## config.mk

```make
export PLATFORM = sky130hd
export DESIGN_NAME = slip_frame_decoder_core
export DESIGN_NICKNAME = d
export VERILOG_FILES = /design/src/sv/sfd_pkg.sv /design/src/sv/sfd_step.sv /design/src/sv/sfd_rsp_queue.sv /design/src/sv/slip_frame_decoder_core.sv
export SDC_FILE = /design/constraint.sdc
export NUM_CORES = 1
export LEC_CHECK = 0
export ABC_AREA = 1
export BUFFER_PORTS_ARGS = -buffer_cell sky130_fd_sc_hd__buf_2
export CAP_MARGIN = 20
export CORE_MARGIN = 5
export CORE_UTILIZATION = 50
export DETAILED_ROUTE_END_ITERATION = 8
export PLACE_DENSITY = 0.7
export SYNTH_ARGS = -nofsm -noshare
export SYNTH_HDL_FRONTEND = slang
export SYNTH_SLANG_ARGS = --single-unit
```

## constraint.sdc

```tcl
create_clock -name clock -period 2.7 [get_ports clock]
set_input_delay 0.54 -clock clock [delete_from_list [all_inputs] [get_ports clock]]
set_output_delay 0.54 -clock clock [all_outputs]
set_load 0.01 [all_outputs]
```

## src/sv/sfd_pkg.sv

```systemverilog
`timescale 1ns / 1ps

package sfd_pkg;

   // SLIP framing codes
   localparam logic [7:0] CODE_FEND  = 8'hC0;
   localparam logic [7:0] CODE_FESC  = 8'hDB;
   localparam logic [7:0] CODE_TFEND = 8'hDC;
   localparam logic [7:0] CODE_TFESC = 8'hDD;

   localparam int MAX_FRAME   = 1024;
   localparam int COUNT_WIDTH = 11;
   localparam int COUNT_MAX   = (1 << COUNT_WIDTH) - 1;
   localparam int COUNT_LIMIT_INT = (MAX_FRAME > COUNT_MAX) ? COUNT_MAX : MAX_FRAME;
   localparam logic [COUNT_WIDTH-1:0] COUNT_LIMIT = COUNT_WIDTH'(COUNT_LIMIT_INT);

   typedef enum logic [2:0] {
      EV_NONE     = 3'd0,
      EV_START    = 3'd1,
      EV_DONE     = 3'd2,
      EV_OVERFLOW = 3'd3,
      EV_BAD_ESC  = 3'd4
   } event_type;

   typedef enum logic {
      KIND_BYTE  = 1'b0,
      KIND_RESET = 1'b1
   } kind_type;

   typedef struct packed {
      logic                   framing;
      logic                   escape_pending;
      logic [COUNT_WIDTH-1:0] decoded_count;
   } state_type;

   typedef struct packed {
      logic                   byte_valid;
      logic [7:0]             payload_byte;
      event_type              event_res;
      logic [COUNT_WIDTH-1:0] frame_length;
      logic                   frame_ready;
   } result_type;

endpackage

```

## src/sv/sfd_step.sv

```systemverilog
`timescale 1ns / 1ps

// Decode one item against the current decoder state.
module sfd_step (
   input  sfd_pkg::state_type  cur_state,
   input  logic                kind,
   input  logic [7:0]          rx_byte,
   output sfd_pkg::state_type  next_state,
   output sfd_pkg::result_type result
);

   logic                emit;
   logic [7:0]          val;
   sfd_pkg::event_type  ev;
   sfd_pkg::state_type  nxt;
   logic                at_limit;

   assign at_limit = (cur_state.decoded_count >= sfd_pkg::COUNT_LIMIT);

   always_comb begin
      nxt  = cur_state;
      emit = 1'b0;
      val  = 8'h00;
      ev   = sfd_pkg::EV_NONE;

      if (kind == sfd_pkg::KIND_RESET) begin
         nxt = '0;
      end else if (rx_byte == sfd_pkg::CODE_FEND) begin
         if (cur_state.framing && (cur_state.decoded_count != '0)) begin
            nxt.framing = 1'b0;
            ev          = sfd_pkg::EV_DONE;
         end else begin
            nxt.decoded_count = '0;
            nxt.framing       = 1'b1;
            ev                = sfd_pkg::EV_START;
         end
         nxt.escape_pending = 1'b0;
      end else if (cur_state.framing) begin
         if (cur_state.escape_pending) begin
            nxt.escape_pending = 1'b0;
            case (rx_byte)
               sfd_pkg::CODE_TFEND: begin
                  emit = 1'b1;
                  val  = sfd_pkg::CODE_FEND;
               end
               sfd_pkg::CODE_TFESC: begin
                  emit = 1'b1;
                  val  = sfd_pkg::CODE_FESC;
               end
               default: begin
                  ev = at_limit ? sfd_pkg::EV_OVERFLOW : sfd_pkg::EV_BAD_ESC;
               end
            endcase
         end else if (rx_byte == sfd_pkg::CODE_FESC) begin
            nxt.escape_pending = 1'b1;
         end else begin
            emit = 1'b1;
            val  = rx_byte;
         end

         // drop the byte once the frame is full
         if (emit && at_limit) begin
            emit = 1'b0;
            ev   = sfd_pkg::EV_OVERFLOW;
         end

         if ((ev == sfd_pkg::EV_OVERFLOW) || (ev == sfd_pkg::EV_BAD_ESC)) begin
            nxt.framing       = 1'b0;
            nxt.decoded_count = '0;
         end else if (emit) begin
            nxt.decoded_count = cur_state.decoded_count + 1'b1;
         end
      end
   end

   assign next_state          = nxt;
   assign result.byte_valid   = emit;
   assign result.payload_byte = emit ? val : 8'h00;
   assign result.event_res    = ev;
   assign result.frame_length = nxt.decoded_count;
   assign result.frame_ready  = !nxt.framing && (nxt.decoded_count != '0);

endmodule

```

## src/sv/sfd_rsp_queue.sv

```systemverilog
`timescale 1ns / 1ps

// Two-entry result buffer: output register plus skid entry.
module sfd_rsp_queue (
   input  logic                clock,
   input  logic                reset,
   input  logic                push_valid,
   input  sfd_pkg::result_type push_data,
   output logic                full,
   output logic                pop_valid,
   input  logic                pop_stall,
   output sfd_pkg::result_type pop_data
);

   sfd_pkg::result_type head_ff, head_in;
   sfd_pkg::result_type tail_ff, tail_in;
   logic [1:0]          count_ff, count_in;
   logic                pop;

   assign pop       = (count_ff != 2'd0) && !pop_stall;
   assign full      = (count_ff == 2'd2);
   assign pop_valid = (count_ff != 2'd0);
   assign pop_data  = head_ff;

   always_comb begin
      head_in  = head_ff;
      tail_in  = tail_ff;
      count_in = count_ff;
      case (count_ff)
         2'd0: begin
            if (push_valid) begin
               head_in  = push_data;
               count_in = 2'd1;
            end
         end
         2'd1: begin
            if (push_valid && pop) begin
               head_in = push_data;
            end else if (push_valid) begin
               tail_in  = push_data;
               count_in = 2'd2;
            end else if (pop) begin
               count_in = 2'd0;
            end
         end
         2'd2: begin
            if (pop) begin
               head_in  = tail_ff;
               count_in = 2'd1;
            end
         end
         default: begin
            count_in = 2'd0;
         end
      endcase
   end

   always_ff @(posedge clock) begin
      if (reset) begin
         count_ff <= 2'd0;
      end else begin
         count_ff <= count_in;
      end
      head_ff <= head_in;
      tail_ff <= tail_in;
   end

   a_count_bound: assert property (@(posedge clock) disable iff (reset)
      count_ff != 2'd3)
      else $error("result queue count out of range");

   a_no_push_when_full: assert property (@(posedge clock) disable iff (reset)
      full |-> !push_valid)
      else $error("push into full result queue");

   a_hold_stalled: assert property (@(posedge clock) disable iff (reset)
      (pop_valid && pop_stall) |=> (pop_valid && $stable(pop_data)))
      else $error("stalled result item changed");

endmodule

```

## src/sv/slip_frame_decoder_core.sv

```systemverilog
`timescale 1ns / 1ps

// Channel  | Direction | Handshake                | Payload
// req_*    | in        | req_valid / req_stall    | req_kind, req_rx_byte
// rsp_*    | out       | rsp_valid / rsp_stall    | rsp_byte_valid, rsp_payload_byte,
//          |           |                          | rsp_event_res, rsp_frame_length,
//          |           |                          | rsp_frame_ready
//
// One item is accepted per cycle unless req_stall is high; its result is registered.
// The decode is a single pass of compares and an 11-bit increment between the
// decoder state registers and the result buffer.
// Synchronous reset clears the decoder state and empties the result buffer.
// The result buffer holds two items, so input keeps flowing after rsp_stall rises
// until the buffer fills; req_stall is a registered full flag from that buffer.
module slip_frame_decoder_core (
   input  logic        clock,
   input  logic        reset,

   input  logic        req_valid,
   output logic        req_stall,
   input  logic        req_kind,
   input  logic [7:0]  req_rx_byte,

   output logic        rsp_valid,
   input  logic        rsp_stall,
   output logic        rsp_byte_valid,
   output logic [7:0]  rsp_payload_byte,
   output logic [2:0]  rsp_event_res,
   output logic [10:0] rsp_frame_length,
   output logic        rsp_frame_ready
);

   sfd_pkg::state_type  state_ff, state_in;
   sfd_pkg::state_type  step_state;
   sfd_pkg::result_type step_result;
   sfd_pkg::result_type head_result;
   logic                req_accept;
   logic                queue_full;

   // take an item whenever the result buffer has room
   assign req_stall  = queue_full;
   assign req_accept = req_valid && !queue_full;

   sfd_step u_step (
      .cur_state  (state_ff),
      .kind       (req_kind),
      .rx_byte    (req_rx_byte),
      .next_state (step_state),
      .result     (step_result)
   );

   // advance the decoder state only on an accepted item
   assign state_in = req_accept ? step_state : state_ff;

   always_ff @(posedge clock) begin
      if (reset) begin
         state_ff <= '0;
      end else begin
         state_ff <= state_in;
      end
   end

   sfd_rsp_queue u_rsp_queue (
      .clock      (clock),
      .reset      (reset),
      .push_valid (req_accept),
      .push_data  (step_result),
      .full       (queue_full),
      .pop_valid  (rsp_valid),
      .pop_stall  (rsp_stall),
      .pop_data   (head_result)
   );

   assign rsp_byte_valid   = head_result.byte_valid;
   assign rsp_payload_byte = head_result.payload_byte;
   assign rsp_event_res    = head_result.event_res;
   assign rsp_frame_length = head_result.frame_length;
   assign rsp_frame_ready  = head_result.frame_ready;

   // the count never runs past the frame limit
   a_count_limit: assert property (@(posedge clock) disable iff (reset)
      state_ff.decoded_count <= sfd_pkg::COUNT_LIMIT)
      else $error("decoded count above frame limit");

   // a reset command returns the decoder to idle
   a_cmd_reset: assert property (@(posedge clock) disable iff (reset)
      (req_accept && (req_kind == sfd_pkg::KIND_RESET)) |=>
      (state_ff == '0))
      else $error("reset command did not clear decoder state");

   // an emitted byte always counts toward the frame
   a_emit_counts: assert property (@(posedge clock) disable iff (reset)
      (req_accept && step_result.byte_valid) |=>
      (state_ff.decoded_count == $past(state_ff.decoded_count) + 11'd1))
      else $error("decoded byte not counted");

   // an escape can only be pending inside a frame
   a_escape_in_frame: assert property (@(posedge clock) disable iff (reset)
      state_ff.escape_pending |-> state_ff.framing)
      else $error("escape pending outside a frame");

endmodule

```

### Word level (Yosys, flattened, before mapping)

Cells that the tools add are included.

| storage, ports and cells | value |
|---|---|
| register bits | 63 |
| word-level logic and storage cells | 102 |

| cells by class | value |
|---|---|
| add/subtract/negate cells | 1 |
| order comparisons | 1 |
| equal/unequal tests | 13 |
| multiplexer cells | 51 |
| bitwise logic cells | 1 |
| reductions and logical operators | 21 |

Operators by type and width:

| kind | number |
|---|---|
| 24-bit 2-to-1 mux | 3 |
| 24-bit one-hot mux with 3 select lines | 1 |
| 8-bit 2-to-1 mux | 6 |
| 13-bit 2-to-1 mux | 3 |
| 11-bit 2-to-1 mux | 3 |
| 8-bit == test, second input constant | 4 |
| 3-bit 2-to-1 mux | 10 |
| 11-bit nonzero test | 2 |
| 1-bit 2-to-1 mux | 17 |
| 8-bit one-hot mux with 2 select lines | 1 |
| 2-bit 2-to-1 mux | 6 |
| 11-bit by 1-bit adder with 11-bit output, second input constant | 1 |
| 11-bit greater-or-equal comparator, second input constant | 1 |
| 4-bit AND reduction | 2 |
| 1-bit logical AND | 6 |
| 2-bit one-hot mux with 3 select lines | 1 |
| 3-bit nonzero test | 2 |
| 2-bit by 1-bit != test with 1-bit output, second input constant | 2 |
| 2-bit != test, second input constant | 2 |
| 3-bit by 2-bit == test with 1-bit output, second input constant | 1 |
| 3-bit == test, second input constant | 1 |
| 1-bit zero test | 3 |
| 3-bit by 2-bit != test with 1-bit output, second input constant | 1 |
| 3-bit AND reduction | 1 |
| 8 further kinds | 8 |

### Logic depth before layout (Yosys ltp)

Gate-level depths: netlist (run 1).

| logic depth | value |
|---|---|
| word-level depth | 22 |
| gate-level depth with buffers | 17 |
| depth with buffers taken out | 16 |

### Modules after synthesis

A second synthesis (run 1) with hierarchy kept.

| unflattened totals | value |
|---|---|
| cell total of the unflattened synthesis | 459 |
| area total of the unflattened synthesis | 3604.7 um^2 |

By module, submodules not included:

| module | instances | cells an instance | area each (um^2) | sequential area each (um^2) |
|---|---|---|---|---|
| sfd_rsp_queue | 1 | 151 | 1894.3 | 1481.4 |
| sfd_step | 1 | 222 | 1142.3 | 0.0 |
| slip_frame_decoder_core | 1 | 86 | 568.0 | 260.2 |

### Least setup slack after synthesis (run 1)

OpenSTA, ideal clock, no wires.

| timing path | value |
|---|---|
| path kind | input to register |
| start | input req_valid |
| end | register u_rsp_queue.head_ff, in the netlist u_rsp_queue.pop_data[0], enable pin |
| library setup time | 0.413 ns |
| arrival time | 1.954 ns |
| data required time | 2.287 ns |
| slack | 0.333 ns |
| stages | 4 |
| path buffers | 0 |
| cells stage by stage | inv_1 -> nor2_1 -> nand2_1 -> a21oi_1 |

| on the way | value |
|---|---|
| cells in the longest elaborated chain, start to end | 4 |
| elaborated cells between the ends (all ways) | 5 |
| classes of those cells | 2 x eq/ne; 3 x reduce/logical |

RTL lines:

| element | RTL line | RTL |
|---|---|---|
| start: declaration | slip_frame_decoder_core.sv:19 | `input logic req_valid,` |
| 1-bit logical AND * | slip_frame_decoder_core.sv:42 | `assign req_accept = req_valid && !queue_full;` |
| 1-bit logical AND | sfd_rsp_queue.sv:37 | `if (push_valid && pop) begin` |
| 2-bit by 1-bit != test with 1-bit output (no source line) | - |  |
| 4-bit AND reduction (no source line) * | - |  |
| end signal: assignment | sfd_rsp_queue.sv:64 | `head_ff <= head_in;` |
| end: declaration | sfd_rsp_queue.sv:15 | `sfd_pkg::result_type head_ff, head_in;` |

Every way passes the cells marked *; elsewhere a longest branch is shown, timed or not.
A chain may end at the register's enable or synchronous reset.

==> results.txt, run 1 <==
The initial antenna violation count is 0. Final worst slack: 367 ps. The mean number of vias per cell came out at 5.17. Detailed placement ended at an HPWL of 5070 um.

The total non-filler cell area in the finished layout is 3750 um2, and the quantity of I/O buffers inserted on ports is 38. The final routed wirelength across all metal layers is 7150 um, and the count of filler cells inserted in the layout is 552. After synthesis the cells add up to 3260 um2. For the worst IR drop on VDD, the log shows 0.000369 V. For this configuration, the core starts out at a cell density of 51.4%. Across the run, the number of max-cap violations was 0. After clock tree synthesis, the clock-pin slew on the worst setup and hold paths is 70 ps. For this block, the initial DRC count from the detailed router was 197.

Slew at the pin closest to its max-slew limit: 492 ps. Hold is met by 438 ps. STA classifies the critical path startpoint as a flop. The share of the clock period used by the worst path after layout came out at 86.4%. After detailed placement, the total cell area comes to 3560 um2. The share of total power dissipated in sequential elements is 51.5%.

The number of gates given a new drive strength after cts is 0, and the routability-driven placement congestion ratio is 0.925. The worst register-to-register path begins at state_ff[11]. Yosys printed 0 warnings. Static timing analysis puts the maximum clock frequency at 429 MHz. For the final database, setup skew stands at 8.40 ps. The net switching fraction of the power is 26.7%, and the remaining routing DRC violations is 0.

Per report_power, the combinational group accounts for 12.7% of the total. The analysis attributes to net switching a power of 0.595 mW. The run gives 402 as the net count after synthesis. Clock tree synthesis selected as its root buffer the cell sky130_fd_sc_hd__clkbuf_8. Power spread over the standard cell area amounts to 596 nW/um2. The chip height was 90.8 um. The run gives 0 as the overall overflow remaining after global route. The tools report the placeable core area as 6350 um2. Count of placed standard cells in the final layout, fillers left out: 515.

The total internal power is 1.64 mW, and the number of placed cells counting well taps is 499. STA classifies the critical path endpoint as a flop. The worst hold path begins at reset. The clock reaches the later pin of the worst-skew pair after 350 ps. The tools report the die area as 8240 um2.

The average wire per cell in the routed design was 13.9 um; the overall routing resource usage was 18.5%. The setup TNS after final layout was 0 ps. Counting the buffers created by CTS gives 9.

Timing analysis after detailed placement gives a worst setup slack of 262 ps. Sequential elements use 53.4% of the synthesized area. In this run, synthesis produced a sequential element count of 63. The leakage power of the design came out at 1.72 nW.

The run gives 4 as the number of detailed-route iterations in the first pass. Setup repair after global routing left no endpoint under its margin. The class of the worst hold path was primary input to flop. The logs give 35.8% for the fraction of power consumed by the clock network and 0 for the post-detailed-route count of antenna-violating nets. The post-CTS setup repair buffer count is 0.

The horizontal die dimension was 90.8 um. TritonCTS built the clock tree. Largest fanout on the critical path: 12. In this run, distinct cell masters in the synthesized netlist total 32.

0 antenna diodes ended up in the layout. Leaving out fill and tap cells, the most frequent cells in the layout are 113 x sky130_fd_sc_hd__nand2_1, 48 x sky130_fd_sc_hd__inv_1, 48 x sky130_fd_sc_hd__edfxtp_1. Synthesis produced 387 cells. Cells with a size suffix above 1 make up 19.9% of the layout. The library cell used most frequently in the layout, excluding fill and tap cells, is sky130_fd_sc_hd__nand2_1. For the number of rows created at floorplan, the log shows 29. The maximum count of clock buffers along a single path came out at 2. The run finished with clean final reports.

From synthesis to final layout, the design area changed by 14.8%. Via count of the first global-routing pass: 2489. After clock tree synthesis, the flow added hold-fix buffers numbering 0.

Relative slew slack: 67.0%. The logs give 0 for the total setup violations reported at the end of the flow and 2661 for the count of vias placed by the detailed router. The critical path starts at state_ff[11].

The final count of pins violating max slew is 0, and the data required time at the worst endpoint is 2800 ps. For this run, the post-layout net count is 448. The critical path is of the flop to flop type. In this run the mean area of a mapped cell was 8.44 um2. The logs give 3 for the H-tree depth and 63 for the number of sinks on the clock net. Entering global routing, the biggest net connects 40 pins. The total I/O pin count is 39, and the global-route wire length before repair is 12200 um. Arrival time of data at the critical path endpoint: 2440 ps.

The number of hold-slack violations in the final timing report is 0, and the minimum period implied by the final worst setup slack is 2330 ps.
==> area by class of cell <==
cell class              instances  area (um2)  area share (%)
well taps                      77        96.3            2.57
clock buffers                  10         128            3.40
flip-flops and latches         63        1740            46.5
clock inverters                 6        61.3            1.64
repair buffers                 43         228            6.07
inverters                      53         199            5.31
multi-input cells             263        1290            34.5
==> power by group through the flow <==
stage | Sequential, mW | Combinational [mW] | Clock, mW
2_1_floorplan | 1.19 | 0.156 | 0
3_3_place_gp | 1.17 | 0.280 | 0
3_5_place_dp | 1.17 | 0.284 | 0
4_1_cts | 1.15 | 0.285 | 0.809
5_1_grt | 1.16 | 0.321 | 0.856
6_report | 1.15 | 0.283 | 0.800
==> layer usage <==
| layer | share of wire [%] | global-route usage (%) |
|---|---|---|
| met5 | 0 | 0 |
| met1 | 47 | 25.9 |
| met2 | 44 | 27.3 |
| met4 | 1.7 | 7.21 |
| met3 | 7.9 | 4.75 |
==> worst max-delay path, cell delays in order (launching register included) <==
cell	delay, ps
sky130_fd_sc_hd__dfxtp_1	590
sky130_fd_sc_hd__inv_1	150
sky130_fd_sc_hd__nand3_4	180
sky130_fd_sc_hd__nand3_4	110
sky130_fd_sc_hd__nor2_4	270
sky130_fd_sc_hd__nand2_1	90
sky130_fd_sc_hd__nand2_1	90
sky130_fd_sc_hd__nand2_1	50
sky130_fd_sc_hd__nand2_1	130
sky130_fd_sc_hd__nand3_1	90
sky130_fd_sc_hd__nor2_1	130
sky130_fd_sc_hd__nand3_2	80
sky130_fd_sc_hd__nand3_1	70
sky130_fd_sc_hd__nand2_1	50
==> worst paths after layout <==
path              slack (ps)                       end  cells after the start
setup reg to reg         370   u_rsp_queue.pop_data[0]                     13
hold / removal           440   u_rsp_queue.count_ff[1]                      2
hold reg to reg          520  u_rsp_queue.pop_data[17]                      2
setup / recovery         370   u_rsp_queue.pop_data[0]                     13
==> stage by stage <==
stage	total power, mW	util (%)
after floorplan	1.35	-
after global placement	1.45	56.1
after detailed placement	1.46	56.1
after CTS	2.24	59.0
after global routing	2.33	59.0
final	2.23	59.0
==> synth_stat cells <==
cell type	n	area [um2]
sky130_fd_sc_hd__nand3_1	21	105
sky130_fd_sc_hd__dfxtp_1	15	300
sky130_fd_sc_hd__nand2_2	5	31.3
sky130_fd_sc_hd__nand4_1	6	37.5
sky130_fd_sc_hd__nand3_4	2	35.0
sky130_fd_sc_hd__nor4_2	1	12.5
sky130_fd_sc_hd__nand4_2	1	12.5
sky130_fd_sc_hd__buf_6	1	11.3
sky130_fd_sc_hd__ha_1	2	25.0
sky130_fd_sc_hd__nand2_1	113	424
sky130_fd_sc_hd__nor2_2	5	31.3
sky130_fd_sc_hd__nor3_1	3	15.0
sky130_fd_sc_hd__nand2_4	2	22.5
sky130_fd_sc_hd__o211ai_1	2	15.0
sky130_fd_sc_hd__inv_1	48	180
sky130_fd_sc_hd__xor2_1	1	8.76
sky130_fd_sc_hd__edfxtp_1	48	1440
sky130_fd_sc_hd__clkbuf_1	6	22.5
sky130_fd_sc_hd__nand3_2	3	30.0
sky130_fd_sc_hd__clkinv_1	1	3.75
sky130_fd_sc_hd__buf_1	1	3.75
sky130_fd_sc_hd__inv_2	4	15.0
sky130_fd_sc_hd__o21ai_1	1	5.00
sky130_fd_sc_hd__nor2_4	2	22.5
sky130_fd_sc_hd__o21ai_0	31	155
sky130_fd_sc_hd__a21oi_1	25	125
sky130_fd_sc_hd__nor2_1	31	116
sky130_fd_sc_hd__a21boi_0	1	7.51
sky130_fd_sc_hd__a211oi_1	2	15.0
sky130_fd_sc_hd__o21bai_1	1	7.51
sky130_fd_sc_hd__nor2_8	1	20.0
sky130_fd_sc_hd__o22ai_1	1	6.26
==> state kept, by name, summed over array words and instances (netlist names) <==
| signal | flops |
|---|---|
| u_rsp_queue.pop_data | 24 |
| u_rsp_queue.count_ff | 2 |
| u_rsp_queue.tail_ff | 24 |
| state_ff | 13 |
==> kinds of logic (layout without fill, tap and decap cells) <==
| family | after synthesis | in the layout | synth area share [%] |
|---|---|---|---|
| XOR/XNOR | 1 | 1 | 0.268 |
| buffers and inverters | 61 | 112 | 7.24 |
| adder cells (fa/ha/maj) | 2 | 2 | 0.766 |
| AO/OA/AOI/OAI | 64 | 64 | 10.3 |
| flip-flops | 63 | 63 | 53.4 |
| AND/OR/NAND/NOR | 196 | 196 | 28.1 |
No activity file was read; power rests on OpenSTA's default activity.
==> run 2: changes to the inputs <==
- CORE_MARGIN: 5 -> not set
- PLACE_DENSITY: 0.7 -> 0.73
- clock period: 2.7 -> 2.1 ns (I/O delays scaled with it)
==> run 2 against run 1 <==
Compared with the run above:
- final cell count rose by 6.4%
- critical path depth is 2 higher
- die area is 17% lower
- hold slack worse by 96 ps
- count of clock-buffer cells in the layout did not move
- highest routed layer unchanged
==> results.txt, run 2 (same netlist as run 1, synthesis figures left out) <==
The tools report the post-detailed-route count of antenna-violating nets as 0. Fill cells in the final layout number 528. VDD sags by at most 0.000417 V.

The library cell used as clock root buffer is sky130_fd_sc_hd__clkbuf_8. The clock net in this run drives a total of 63 sinks. The floorplan has 29 rows. Data on the critical path is required at its endpoint by 2200 ps. The commonest non-fill, non-tap cell in the layout is sky130_fd_sc_hd__nand2_1.

The post-placement setup slack is -76.9 ps, and the total setup violations reported at the end of the flow is 0. The final count of pins violating max slew was 0. The die is 82.8 um tall.

In the layout the commonest cells are 112 x sky130_fd_sc_hd__nand2_1, 48 x sky130_fd_sc_hd__edfxtp_1, 47 x sky130_fd_sc_hd__inv_1. In this run the most critical hold path is launched from reset. Setup repair after global routing left no endpoint under its margin. The run finished with clean final reports.

For this run, the top clock speed supported by timing is 511 MHz. At the end of routability-driven placement, the weighted congestion stood at 0.907. The total I/O pin count is 39, and the quantity of I/O buffers inserted on ports is 38. The worst register-to-register path begins at state_ff[0]. The clock slew at the register clock pins of the worst setup and hold paths came out at 70 ps. Setup slack on the worst reg-to-reg path comes out at 140 ps. The tools report the final routed wirelength across all metal layers as 7310 um.

The critical path goes through ha_1, nand2_1, nor2_1, nand2_1, nor2_2, nand3_1, nand2_1, nand2_1, nand3_1, nand3_1, nand3_1, nor2_1, nand3_2, nand3_1, nand2_1. In the final routed layout, each cell accounts on average for 13.3 um. The number of detailed-route iterations in the first pass was 7.

The type of the setup path with the least slack was flop to flop. Using the TritonRoute via totals, the vias-per-cell ratio works out to 5.09. The run gives 13.7 ps as the final clock skew. The routed design could run at a clock period as short as 1960 ps. The H-tree depth is 3. Measured on the finished design, the core utilization comes to 63.8%. The worst pin sits at a relative slew slack of 77.0%. TritonCTS created 9 clock buffers. For the worst-skew pair, the clock arrives at the later sink with an insertion delay of 340 ps. TritonCTS built the clock tree. STA classifies the critical path startpoint as a flop.

The design draws 2.93 mW. The routed layout has 2789 vias. The run gives 6860 um2 as the die area. The initial utilization of the core area, before any placement, comes to 51.7%. The slew at the pin closest to its max-slew limit was 343 ps; the overall routing resource usage was 22.5%.

Pin count of the biggest net entering global routing: 39. For this run, the slowest stage of the critical path takes 360 ps. The final worst slack was 141 ps; the growth of design area from synthesis to finish was 23.4%. The final critical path takes up 93.3% of the cycle.

The number of cells on the worst reg-to-reg path is 15. The endpoint of the most critical register-to-register path is u_rsp_queue.pop_data[0]. The initial antenna violation count is 0. The via count of the first global-routing pass came out at 2605.

STA classifies the critical path endpoint as a flop. The antenna diode count came out at 0. The post-CTS setup repair buffer count is 0. Cells with a size suffix above 1 make up 26.8% of the layout.

The number of hold-slack violations in the final timing report is 0, and the power per cell area is 727 nW/um2. Placeable core area: 6310 um2. The run gives 178 as the DRC marker count from the first detailed-route iteration.

The clock passes through at most 2 buffers. The remaining routing DRC violations came out at 0. At the end of the flow, the number of nets in the layout was 481.

The logs give 548 for the count of placed standard cells in the final layout, fillers left out and 1.87 nW for the leakage power of the design. The path with the worst hold slack has its endpoint at u_rsp_queue.count_ff[1]. Along the worst path, the maximum fanout reaches 5. Detailed placement finished with a half-perimeter wire length of 5410 um. The cell depth of the worst min-delay path was 2. The horizontal die dimension was 82.8 um; the global-route wire length before repair was 12200 um. The number of hold buffers added after CTS was 0.

The arrival time of data at the critical path endpoint was 2060 ps. The slowest stage of the critical path is the sky130_fd_sc_hd__dfxtp_2 cell. The max-cap check violation count is 0. The class of the worst hold path is primary input to flop.

Summed over all layers, the global routing overflow is 0. For the number of placed cells counting well taps, the log shows 532.
run 2: changes by cell type in the layout (fill, tap and decap cells not counted), sizes merged:
cell	previous run	this run
inv	52	53
clkinvlp	1	3
clkinv	5	2
buf	43	76
run 2: repair_timing:
action | in CTS | in global routing
gates resized for setup | 2 | 6
pin swaps | 0 | 2
setup endpoints to repair | 4 | 11
run 2: cell type report:
cell class                 instances  area [um2]  area share, %
sequential                        63        1740           43.3
timing repair buffer              76         475           11.8
tap                               77        96.3           2.39
clock inverter                     6        70.1           1.74
clock buffer                      10         128           3.17
multi-input combinational        263        1320           32.6
inverter                          53         199           4.94
run 2: metal layers:
layer | wire (um) | GRT usage, % | vias to the layer above
li1 | - | - | 1430
met3 | 424 | 5.47 | 15
met4 | 117 | 5.96 | 0
met1 | 3460 | 31.3 | 1248
met2 | 3300 | 35.2 | 96
met5 | 0 | 0 | -
run 2: how the worst max path moves through the flow:
stage	from	endpoint	depth (start not counted)
floorplan	req_valid	u_rsp_queue.tail_ff[0]	4
global placement	req_rx_byte[2]	u_rsp_queue.pop_data[0]	17
detailed placement	req_rx_byte[5]	u_rsp_queue.pop_data[0]	17
CTS	state_ff[0]	u_rsp_queue.pop_data[0]	15
global route	state_ff[0]	u_rsp_queue.pop_data[0]	15
finish	state_ff[0]	u_rsp_queue.pop_data[0]	15
run 2: where the power goes:
part,internal [mW],total (mW),switching (mW)
logic,0.154,0.409,0.255
registers,1.44,1.48,0.0401
clock network,0.554,1.04,0.483
run 2: worst max-delay path: cells and delay by family, from the launching register on:
kind,cells,cell delay [ps]
adder cells (fa/ha/maj),1,220
flip-flops,1,360
AND/OR/NAND/NOR,14,1130
run 2: through the flow:
| stage | setup TNS, ps | hold slack, ps | area (um2) |
|---|---|---|---|
| after floorplan | 0 | 493 | 3270 |
| after global placement | -166 | 499 | 3810 |
| after detailed placement | -279 | 505 | 3810 |
| after CTS | 0 | 321 | 4010 |
| after global routing | 0 | 336 | 4030 |
| final | 0 | 342 | 4030 |
